`config.mk`:
```
export PLATFORM = sky130hd
export DESIGN_NAME = modbus_rtu_request_deframer_top
export DESIGN_NICKNAME = d
export VERILOG_FILES = /design/src/rtl/mrd_pkg.sv /design/src/rtl/mrd_in_stage.sv /design/src/rtl/mrd_frame_core.sv /design/src/rtl/mrd_out_stage.sv /design/src/rtl/modbus_rtu_request_deframer_top.sv
export SDC_FILE = /design/constraint.sdc
export NUM_CORES = 1
export LEC_CHECK = 0
export BUFFER_PORTS_ARGS = -buffer_cell sky130_fd_sc_hd__clkbuf_2
export CELL_PAD_IN_SITES_DETAIL_PLACEMENT = 0
export CELL_PAD_IN_SITES_GLOBAL_PLACEMENT = 2
export CORE_AREA = 2 2 122 124
export DETAILED_ROUTE_END_ITERATION = 10
export DIE_AREA = 0 0 124 126
export GPL_ROUTABILITY_DRIVEN = 0
export PLACE_DENSITY_LB_ADDON = 0.15
export SETUP_SLACK_MARGIN = 0.4
export SLEW_MARGIN = 20
export SYNTH_ARGS = -nofsm -noshare
export SYNTH_HDL_FRONTEND = slang
export SYNTH_SLANG_ARGS = --single-unit
export TNS_END_PERCENT = 10
```
`constraint.sdc`:
```
create_clock -name clk_i -period 8.8 [get_ports clk_i]
set_clock_uncertainty 0.1 [all_clocks]
set_input_delay 0 -clock clk_i [delete_from_list [all_inputs] [get_ports clk_i]]
set_output_delay 0 -clock clk_i [all_outputs]
set_load 0.02 [all_outputs]
```
`src/rtl/mrd_pkg.sv`:
```
package mrd_pkg;

  localparam int MaxFrame = 256;
  localparam int CntW     = $clog2(MaxFrame + 1);
  localparam int LenW     = CntW + 1;

  localparam logic [15:0] CrcInit = 16'hFFFF;
  localparam logic [15:0] CrcPoly = 16'hA001;

  localparam logic [7:0] FuncReadHold    = 8'h03;
  localparam logic [7:0] FuncWriteSingle = 8'h06;
  localparam logic [7:0] FuncWriteMulti  = 8'h10;

  localparam logic [CntW-1:0] FixedLen  = CntW'(8);
  localparam logic [CntW-1:0] QtyIndex  = CntW'(6);
  localparam logic [LenW-1:0] MultiBase = LenW'(9);

  localparam logic       KindData  = 1'b0;
  localparam logic       KindAbort = 1'b1;

  localparam logic [1:0] StatNone    = 2'd0;
  localparam logic [1:0] StatOk      = 2'd1;
  localparam logic [1:0] StatCrcErr  = 2'd2;
  localparam logic [1:0] StatAddrErr = 2'd3;

  typedef struct packed {
    logic [7:0] echo_byte;
    logic [7:0] byte_index;
    logic       byte_stored;
    logic       frame_end;
    logic [1:0] frame_status;
    logic [7:0] func_code;
    logic       dropped;
    logic       receiving;
  } mrd_result_t;

  function automatic logic [15:0] crc_byte(input logic [15:0] crc_in, input logic [7:0] b);
    logic [15:0] c;
    c = crc_in ^ {8'h00, b};
    for (int i = 0; i < 8; i++) begin
      if (c[0]) begin
        c = (c >> 1) ^ CrcPoly;
      end else begin
        c = c >> 1;
      end
    end
    return c;
  endfunction

endpackage

```
`src/rtl/mrd_in_stage.sv`:
```
module mrd_in_stage import mrd_pkg::*; (
  input  logic       clk_i,
  input  logic       rst_ni,
  input  logic       valid_i,
  output logic       ready_o,
  input  logic       kind_i,
  input  logic [7:0] byte_i,
  output logic       valid_o,
  input  logic       take_i,
  output logic       kind_o,
  output logic [7:0] byte_o
);

  logic       valid_q;
  logic       kind_q;
  logic [7:0] byte_q;

  assign ready_o = !valid_q || take_i;
  assign valid_o = valid_q;
  assign kind_o  = kind_q;
  assign byte_o  = byte_q;

  always_ff @(posedge clk_i or negedge rst_ni) begin
    if (!rst_ni) begin
      valid_q <= 1'b0;
    end else if (valid_i && ready_o) begin
      valid_q <= 1'b1;
    end else if (take_i) begin
      valid_q <= 1'b0;
    end
  end

  always_ff @(posedge clk_i) begin
    if (valid_i && ready_o) begin
      kind_q <= kind_i;
      byte_q <= byte_i;
    end
  end

endmodule

```
`src/rtl/mrd_frame_core.sv`:
```
module mrd_frame_core import mrd_pkg::*; (
  input  logic        clk_i,
  input  logic        rst_ni,
  input  logic        cfg_we_i,
  input  logic [7:0]  cfg_wdata_i,
  input  logic        fire_i,
  input  logic        kind_i,
  input  logic [7:0]  byte_i,
  output mrd_result_t result_o
);

  logic [7:0]      dev_id_q;
  logic [CntW-1:0] cnt_q, cnt_d;
  logic [CntW-1:0] len_q, len_d;
  logic [15:0]     crc_q, crc_d;
  logic [7:0]      func_q, func_d;
  logic [7:0]      addr_q, addr_d;

  logic [CntW-1:0] idx;
  logic [LenW-1:0] multi_len;
  logic            stored;
  logic            drop;

  always_comb begin
    result_o  = '0;
    cnt_d     = cnt_q;
    len_d     = len_q;
    crc_d     = crc_q;
    func_d    = func_q;
    addr_d    = addr_q;
    idx       = '0;
    multi_len = '0;
    stored    = 1'b0;
    drop      = 1'b0;
    if (kind_i == KindAbort) begin
      result_o.func_code = func_q;
      drop   = (cnt_q != '0);
      cnt_d  = '0;
      len_d  = '0;
      crc_d  = CrcInit;
      func_d = '0;
      addr_d = '0;
    end else begin
      // frame overflow, start over with this byte
      if (cnt_q >= CntW'(MaxFrame)) begin
        cnt_d  = '0;
        len_d  = '0;
        crc_d  = CrcInit;
        func_d = '0;
        addr_d = '0;
        drop   = 1'b1;
      end
      idx = cnt_d;
      if (idx == CntW'(0)) begin
        addr_d = byte_i;
      end
      if (idx == CntW'(1)) begin
        func_d = byte_i;
      end
      crc_d  = crc_byte(crc_d, byte_i);
      cnt_d  = idx + CntW'(1);
      stored = 1'b1;
      result_o.echo_byte  = byte_i;
      result_o.byte_index = idx[7:0];
      result_o.func_code  = func_d;
      multi_len = MultiBase + LenW'(byte_i);

      if (cnt_d >= CntW'(2)) begin
        if (func_d == FuncReadHold || func_d == FuncWriteSingle) begin
          len_d = FixedLen;
        end else if (func_d == FuncWriteMulti) begin
          if (idx == QtyIndex) begin
            if (multi_len > LenW'(MaxFrame)) begin
              cnt_d  = '0;
              len_d  = '0;
              crc_d  = CrcInit;
              func_d = '0;
              addr_d = '0;
              stored = 1'b0;
              drop   = 1'b1;
            end else begin
              len_d = multi_len[CntW-1:0];
            end
          end
        end else if (cnt_d >= FixedLen) begin
          len_d = FixedLen;
        end
      end

      if (stored && len_d != '0 && cnt_d >= len_d) begin
        result_o.frame_end = 1'b1;
        if (crc_d != 16'h0000) begin
          result_o.frame_status = StatCrcErr;
        end else if (addr_d != dev_id_q) begin
          result_o.frame_status = StatAddrErr;
        end else begin
          result_o.frame_status = StatOk;
        end
        cnt_d  = '0;
        len_d  = '0;
        crc_d  = CrcInit;
        func_d = '0;
        addr_d = '0;
      end
    end
    result_o.byte_stored = stored;
    result_o.dropped     = drop;
    result_o.receiving   = (cnt_d != '0);
  end

  always_ff @(posedge clk_i or negedge rst_ni) begin
    if (!rst_ni) begin
      dev_id_q <= 8'd1;
      cnt_q    <= '0;
      len_q    <= '0;
      crc_q    <= CrcInit;
      func_q   <= '0;
      addr_q   <= '0;
    end else begin
      if (cfg_we_i) begin
        dev_id_q <= cfg_wdata_i;
      end
      if (fire_i) begin
        cnt_q  <= cnt_d;
        len_q  <= len_d;
        crc_q  <= crc_d;
        func_q <= func_d;
        addr_q <= addr_d;
      end
    end
  end

endmodule

```
`src/rtl/mrd_out_stage.sv`:
```
module mrd_out_stage import mrd_pkg::*; (
  input  logic        clk_i,
  input  logic        rst_ni,
  input  logic        load_i,
  input  mrd_result_t result_i,
  output logic        free_o,
  output logic        valid_o,
  input  logic        ready_i,
  output mrd_result_t result_o
);

  logic        valid_q;
  mrd_result_t result_q;

  assign free_o   = !valid_q || ready_i;
  assign valid_o  = valid_q;
  assign result_o = result_q;

  always_ff @(posedge clk_i or negedge rst_ni) begin
    if (!rst_ni) begin
      valid_q <= 1'b0;
    end else if (load_i) begin
      valid_q <= 1'b1;
    end else if (ready_i) begin
      valid_q <= 1'b0;
    end
  end

  always_ff @(posedge clk_i) begin
    if (load_i) begin
      result_q <= result_i;
    end
  end

endmodule

```
`src/rtl/modbus_rtu_request_deframer_top.sv`:
```
// Modbus RTU request deframer with CRC-16/MODBUS check.
// Slave stream: one request per item, tdata carries the received byte and
// tuser[0] the kind (0 data byte, 1 abort of a partial frame on a gap).
// Master stream: one result per request. tlast marks the byte that completed
// a frame; tdata carries echo byte, byte index, stored flag, frame status
// (1 accepted, 2 crc error, 3 other address), function code, dropped and
// receiving flags.
// cfg_we_i/cfg_wdata_i write the own slave address; write it only while idle.
// A request is held in the input register and its result in the output register.
// Throughput: one request per cycle unless the receiver stalls; the frame state
// (byte count, length and an unrolled 8-bit crc step) is updated per request.
// Reset clears the frame state, sets the slave address to 1 and empties both
// register stages. When the receiver stalls, the result register holds and
// the input register still takes one more request before tready drops.
module modbus_rtu_request_deframer_top import mrd_pkg::*; (
  input  logic        clk_i,
  input  logic        rst_ni,
  input  logic        cfg_we_i,
  input  logic [7:0]  cfg_wdata_i,
  input  logic        s_axis_tvalid_i,
  output logic        s_axis_tready_o,
  input  logic [7:0]  s_axis_tdata_i,  // [7:0] rx_byte
  input  logic [0:0]  s_axis_tuser_i,  // [0] kind
  output logic        m_axis_tvalid_o,
  input  logic        m_axis_tready_i,
  // [7:0] echo_byte, [15:8] byte_index, [16] byte_stored, [18:17] frame_status,
  // [26:19] func_code, [27] dropped, [28] receiving, [31:29] zero
  output logic [31:0] m_axis_tdata_o,
  output logic        m_axis_tlast_o
);

  logic        in_valid;
  logic        in_kind;
  logic [7:0]  in_byte;
  logic        out_free;
  logic        take;
  mrd_result_t core_res;
  mrd_result_t out_res;

  assign take = in_valid && out_free;

  mrd_in_stage u_in (
    .clk_i   (clk_i),
    .rst_ni  (rst_ni),
    .valid_i (s_axis_tvalid_i),
    .ready_o (s_axis_tready_o),
    .kind_i  (s_axis_tuser_i[0]),
    .byte_i  (s_axis_tdata_i),
    .valid_o (in_valid),
    .take_i  (take),
    .kind_o  (in_kind),
    .byte_o  (in_byte)
  );

  mrd_frame_core u_core (
    .clk_i       (clk_i),
    .rst_ni      (rst_ni),
    .cfg_we_i    (cfg_we_i),
    .cfg_wdata_i (cfg_wdata_i),
    .fire_i      (take),
    .kind_i      (in_kind),
    .byte_i      (in_byte),
    .result_o    (core_res)
  );

  mrd_out_stage u_out (
    .clk_i    (clk_i),
    .rst_ni   (rst_ni),
    .load_i   (take),
    .result_i (core_res),
    .free_o   (out_free),
    .valid_o  (m_axis_tvalid_o),
    .ready_i  (m_axis_tready_i),
    .result_o (out_res)
  );

  assign m_axis_tdata_o = {3'b000, out_res.receiving, out_res.dropped, out_res.func_code,
                           out_res.frame_status, out_res.byte_stored, out_res.byte_index,
                           out_res.echo_byte};
  assign m_axis_tlast_o = out_res.frame_end;

endmodule

```
Yosys cells after proc, flatten, opt, wreduce, memory -nomap -nowiden
Cells that the tools add are included.
- logic and storage cells: 146
- register bits: 99
- magnitude comparators: 5
- equality and inequality tests: 6
- multiplexer cells: 86
- add/sub/neg operators: 2
- reductions and logical operators: 18
- bitwise logic cells: 10
- operator list (kind ; count):
    2-to-1 mux 16 bit ; 25
    2-to-1 mux 9 bit ; 20
    2-to-1 mux 8 bit ; 21
    nonzero test 9 bit ; 3
    inverter 2 -> 3 bit ; 8
    2-to-1 mux 1 bit ; 17
    nonzero test 16 bit ; 1
    bitwise XOR 16 x 8 -> 16 bit ; 1
    greater-than comparator 10 x 9 -> 1 bit (second input constant) ; 1
    adder 4 x 8 -> 9 bit (first input constant) ; 1
    adder 9 x 1 -> 9 bit (second input constant) ; 1
    == test 9 x 1 -> 1 bit (second input constant) ; 1
    == test 9 x 3 -> 1 bit (second input constant) ; 1
    greater-or-equal comparator 9 x 2 -> 1 bit (second input constant) ; 1
    greater-or-equal comparator 9 x 4 -> 1 bit (second input constant) ; 1
    greater-or-equal comparator 9 bit ; 1
    greater-or-equal comparator 9 bit (second input constant) ; 1
    zero test 9 bit ; 1
    == test 8 x 2 -> 1 bit (second input constant) ; 1
    == test 8 x 3 -> 1 bit (second input constant) ; 1
    == test 8 x 5 -> 1 bit (second input constant) ; 1
    inequality test 8 bit ; 1
    logical AND 1 bit ; 4
    2-to-1 mux 2 bit ; 2
    other kinds (7) ; 11

Logic depth before layout (Yosys ltp)
- word-level depth: 36
- mapped depth: 29

Cells and area by module
A second synthesis with hierarchy kept.
- cell total of the unflattened synthesis: 539
- area total of the unflattened synthesis: 5711.7 um^2
- by module, submodules not included (module ; instances ; area each (um^2) ; cells each):
    mrd_frame_core ; 1 ; 4406.7 ; 488
    mrd_out_stage ; 1 ; 948.4 ; 33
    mrd_in_stage ; 1 ; 324.1 ; 13
    modbus_rtu_request_deframer_top ; 1 ; 32.5 ; 5

Least setup slack after synthesis
Ideal clock, no wire load.
- path type: reg2reg
- from: reg u_core.cnt_q[8]
- to: reg u_core.cnt_q[3]
- setup time: 0.065 ns
- data required time: 8.635 ns
- cell stages (with the launch flop): 29
- arrival: 5.763 ns
- path slack: 2.871 ns
- cell sequence: dfrtp_1 > clkbuf_1 > inv_1 > clkbuf_1 > clkbuf_1 > nand2_1 > inv_1 > ha_1 > or3b_2 > o21ai_4 > o22a_1 > nor2b_1 > nand3_1 > or3_1 > buf_2 > nand2_1 > ha_1 > nand2b_1 > a21o_1 > a21o_1 > a21o_1 > a211o_1 > a21oi_1 > o21a_1 > a31o_1 > buf_6 > nor4b_4 > buf_6 > a22o_1
- longest elaborated chain between the ends: 16
- elaborated cells between the ends (all ways): 39
- classes of those cells: 1 x add/sub; 4 x order compare; 5 x eq/ne; 25 x mux; 4 x reduce/logical
- ends and longest elaborated chain (item ; line ; text):
    start, declared ; mrd_frame_core.sv:13 ; logic [CntW-1:0] cnt_q, cnt_d;
    start signal, assigned ; mrd_frame_core.sv:124 ; cnt_q <= cnt_d;
    branches (longest 14 deep; another with greater-or-equal comparator 9 bit) ; n/a ;
    2-to-1 mux 9 bit * ; mrd_frame_core.sv:90 ; if (stored && len_d != '0 && cnt_d >= len_d) begin
    2-to-1 mux 9 bit * ; mrd_frame_core.sv:35 ; if (kind_i == KindAbort) begin
Mark *: on every way between the ends. The select of a mux whose other input is x is not followed.
A chain may end at the register's enable or synchronous reset.

Final worst setup path
- from: reg u_core.cnt_q[8]
- to: reg u_core.func_q[7]
- longest elaborated chain between the ends: 16
- elaborated cells between the ends (all ways): 44
- classes of those cells: 1 x add/sub; 4 x order compare; 5 x eq/ne; 30 x mux; 4 x reduce/logical
- ends and longest elaborated chain (item ; line ; text):
    branches (longest 14 deep; another with greater-or-equal comparator 9 bit) ; n/a ;
    2-to-1 mux 8 bit * ; mrd_frame_core.sv:90 ;
    2-to-1 mux 8 bit * ; mrd_frame_core.sv:35 ;
    end signal, assigned ; mrd_frame_core.sv:127 ; func_q <= func_d;
    end, declared ; mrd_frame_core.sv:16 ; logic [7:0] func_q, func_d;
Marks and branches as above.

==> out/metrics.cfg <==
[routing]
dr_wl_met3_um=813
firstDrtPassIters=4
wl_met2_um=7150
first_iter_violations=361
drt_wl_total_um=15700
drt.antenna.violating_nets=0
wl_met1_um=7460
routedWlPerCell_um=18.8
routed.top_layer=met4
route.detailed.drc=0
vias=4764
via_per_inst=5.69

[cts]
root_buffer=clkbuf_16
numCtsBuffers=9
clockBufferDepth=2
cts.sink_count=99
cts_tree=done
cts_setup_buffers=0
clock_latency_ps=350
htreeDepth=3
cts.repair.resized=0
clkSlewWorstSetupHoldPaths_ps=70

[power_and_ir_drop]
power-per-cell-area_mw_per_mm2=270
irDropWorstVdd_mv=0.106
leakage_nw=2.83

[grt]
antenna_found_initial=0
grt_use_total_pct=21.4
grt_pass1_wl_um=25800
grt_pass1_vias=4714
grt_overflow=0
grt_max_degree=61

[placed_design]
post_dp_cell_area_mm2=0.00627
place_ws_ps=1780
portBuffers=53
dp.cells=792
dp_hpwl_um=10700

[finish]
mostFrequentLayoutCells=nor2_1, clkbuf_2, nand2_1, dfrtp_1, edfxtp_1
stdcell_count=837
finalInstanceArea_mm2=0.00688
diodes=0
final_common_cell=nor2_1
drive_above_1_share_pct=19.0
final_nets=684
syn2layout_area_growth_pct=16.1

[die]
initial_core_util_pct=41.4
fp.dieArea_mm2=0.0156
core_area_mm2=0.0143
die_height_um=126
ios=57
placementRows=44
die_w_um=124

[synthesis]
async_flop_share_pct=60.6
syn_avg_cell_area_um2=10.1
ys_warn_count=0
synth_seq_cells=99
netlist_area_mm2=0.00592
synth-seq-area-share_pct=45.5
ys_types=73
synth_flop_cell=dfrtp_1
synth_edf_count=39
syn_inst=588

[worst_setup_path]
cp-end-kind=flop
worst_r2r_path_depth=22
criticalPathCategory=flop to flop
critPathMaxFanout=21
r2r-start=u_core.cnt_q[8]
required_ps=8990
r2r_slack_ps=1700
cp_data_arrival_time_ps=7290
cp-start-kind=flop
reg2reg_to=u_core.func_q[7]

[sta]
fin_crit_ps=7100
fin_setup_tns_ps=0
setup_viol_count_final=0
maxSlewViolCount=0
max_freq_ghz=0.141
hold_ws_ps=256
worst-slew-pin-transition_ps=837
relSlewSlack_pct=44.2
rsz0062_at_grt=no
post-route-period-util_pct=80.7
final-hold-violation-count=0
setup_slack_ps=1700

[flow_run]
maxCapViolCount=0

[worst_hold_path]
hold_path_class=input pin to async pin

[outcome]
status=finished clean

==> metal layers <==
metal	GRT usage, %	vias to the layer above
met2	32.5	143
met1	31.0	2336
met5	0	-
li1	-	2256
met3	3.85	29
met4	6.81	0
==> worst max-delay path, cell delays in order (launching register included) <==
cell and delay, ps:
dfrtp_1 380, inv_1 590, nand2_1 330, inv_1 190, ha_1 370, or3b_2 560
o21ai_4 180, o22a_1 220, nor2b_1 280, nand3_1 270, or3_1 620, nand2_1 160
ha_1 230, nand2b_1 140, a21o_1 170, a21o_1 170, a21o_1 170, a211o_1 280
a21oi_1 120, o21a_1 140, a31o_1 360, nor4b_4 740, a32o_1 270
==> area by class of cell <==
class | count | area, µm²
sequential | 99 | 2690
tap | 184 | 230
clock buffer | 13 | 292
timing repair buffer | 87 | 593
multi-input combinational | 434 | 2980
fill | 1344 | 7430
inverter | 17 | 63.8
clock inverter | 3 | 25.0
==> cells in the mapped netlist, types with 7 or more instances <==
master / instances / area [µm²]
o22ai_1: 7 / 43.8
mux2_2: 15 / 169
dfrtp_1: 43 / 1080
nand2_1: 43 / 161
nand3b_1: 7 / 52.6
xor2_1: 10 / 87.6
a31oi_1: 8 / 50.1
edfxtp_1: 39 / 1170
nor3_1: 10 / 50.1
inv_1: 17 / 63.8
ha_1: 14 / 175
nand2b_1: 9 / 56.3
o21ai_0: 29 / 145
nor2_1: 63 / 236
a21oi_1: 26 / 130
xnor2_1: 31 / 272
clkbuf_1: 25 / 93.8
dfstp_2: 17 / 447
nor2b_1: 13 / 81.3
nand3_1: 8 / 40.0
mux2i_1: 7 / 70.1
and3_1: 9 / 56.3
o32a_1: 7 / 70.1
a22o_1: 15 / 131
a211oi_1: 7 / 52.6
==> logic make-up (layout without fill, tap and decap cells) <==
family                   count (synthesis)  count (layout)  share of synthesized area, %
adder cells (fa/ha/maj)                 14              14                          2.96
flip-flops                              99              99                          45.5
AO/OA/AOI/OAI                          148             148                          18.0
multiplexers                            22              22                          4.03
XOR/XNOR                                41              41                          6.06
AND/OR/NAND/NOR                        206             206                          19.1
buffers and inverters                   57             120                          4.37
other                                    1               3                        0.0633
==> where the power goes <==
group | switching [mW] | internal (mW)
clock network | 0.180 | 0.235
logic | 0.433 | 0.335
registers | 0.0752 | 0.598
==> metrics by stage <==
| step | total power, mW | utilization, % |
|---|---|---|
| final | 1.86 | 48.1 |
| after global routing | 1.98 | 48.1 |
| after global placement | 1.42 | 43.8 |
| after detailed placement | 1.43 | 43.8 |
| after floorplan | 1.26 | - |
| after CTS | 1.86 | 48.0 |
==> registers in the layout (all words and copies together), names as in the netlist <==
register / count
u_out.valid_o: 1
u_out.result_o: 30
u_core.cnt_q: 9
u_core.dev_id_q: 8
u_core.crc_q: 16
u_core.func_q: 8
u_core.len_q: 9
u_core.addr_q: 8
u_in.valid_o: 1
u_in.byte_o: 8
u_in.kind_o: 1
==> worst max path at each step <==
| stage | cells after the start | startpoint | endpoint | slack (ps) |
|---|---|---|---|---|
| floorplan | 28 | u_core.cnt_q[8] | u_core.cnt_q[3] | 2870 |
| global placement | 22 | u_core.cnt_q[8] | u_core.func_q[6] | 2000 |
| detailed placement | 22 | u_core.cnt_q[8] | u_core.func_q[7] | 1780 |
| CTS | 22 | u_core.cnt_q[8] | u_core.func_q[7] | 1760 |
| global route | 22 | u_core.cnt_q[8] | u_core.func_q[6] | 1160 |
| finish | 22 | u_core.cnt_q[8] | u_core.func_q[7] | 1700 |
==> timing repair <==
action	4_1_cts	5_1_grt
endpoints found under the hold margin	62	0
hold buffers	29	0
setup endpoints to repair	0	0
(Power assumes the default switching activity.)
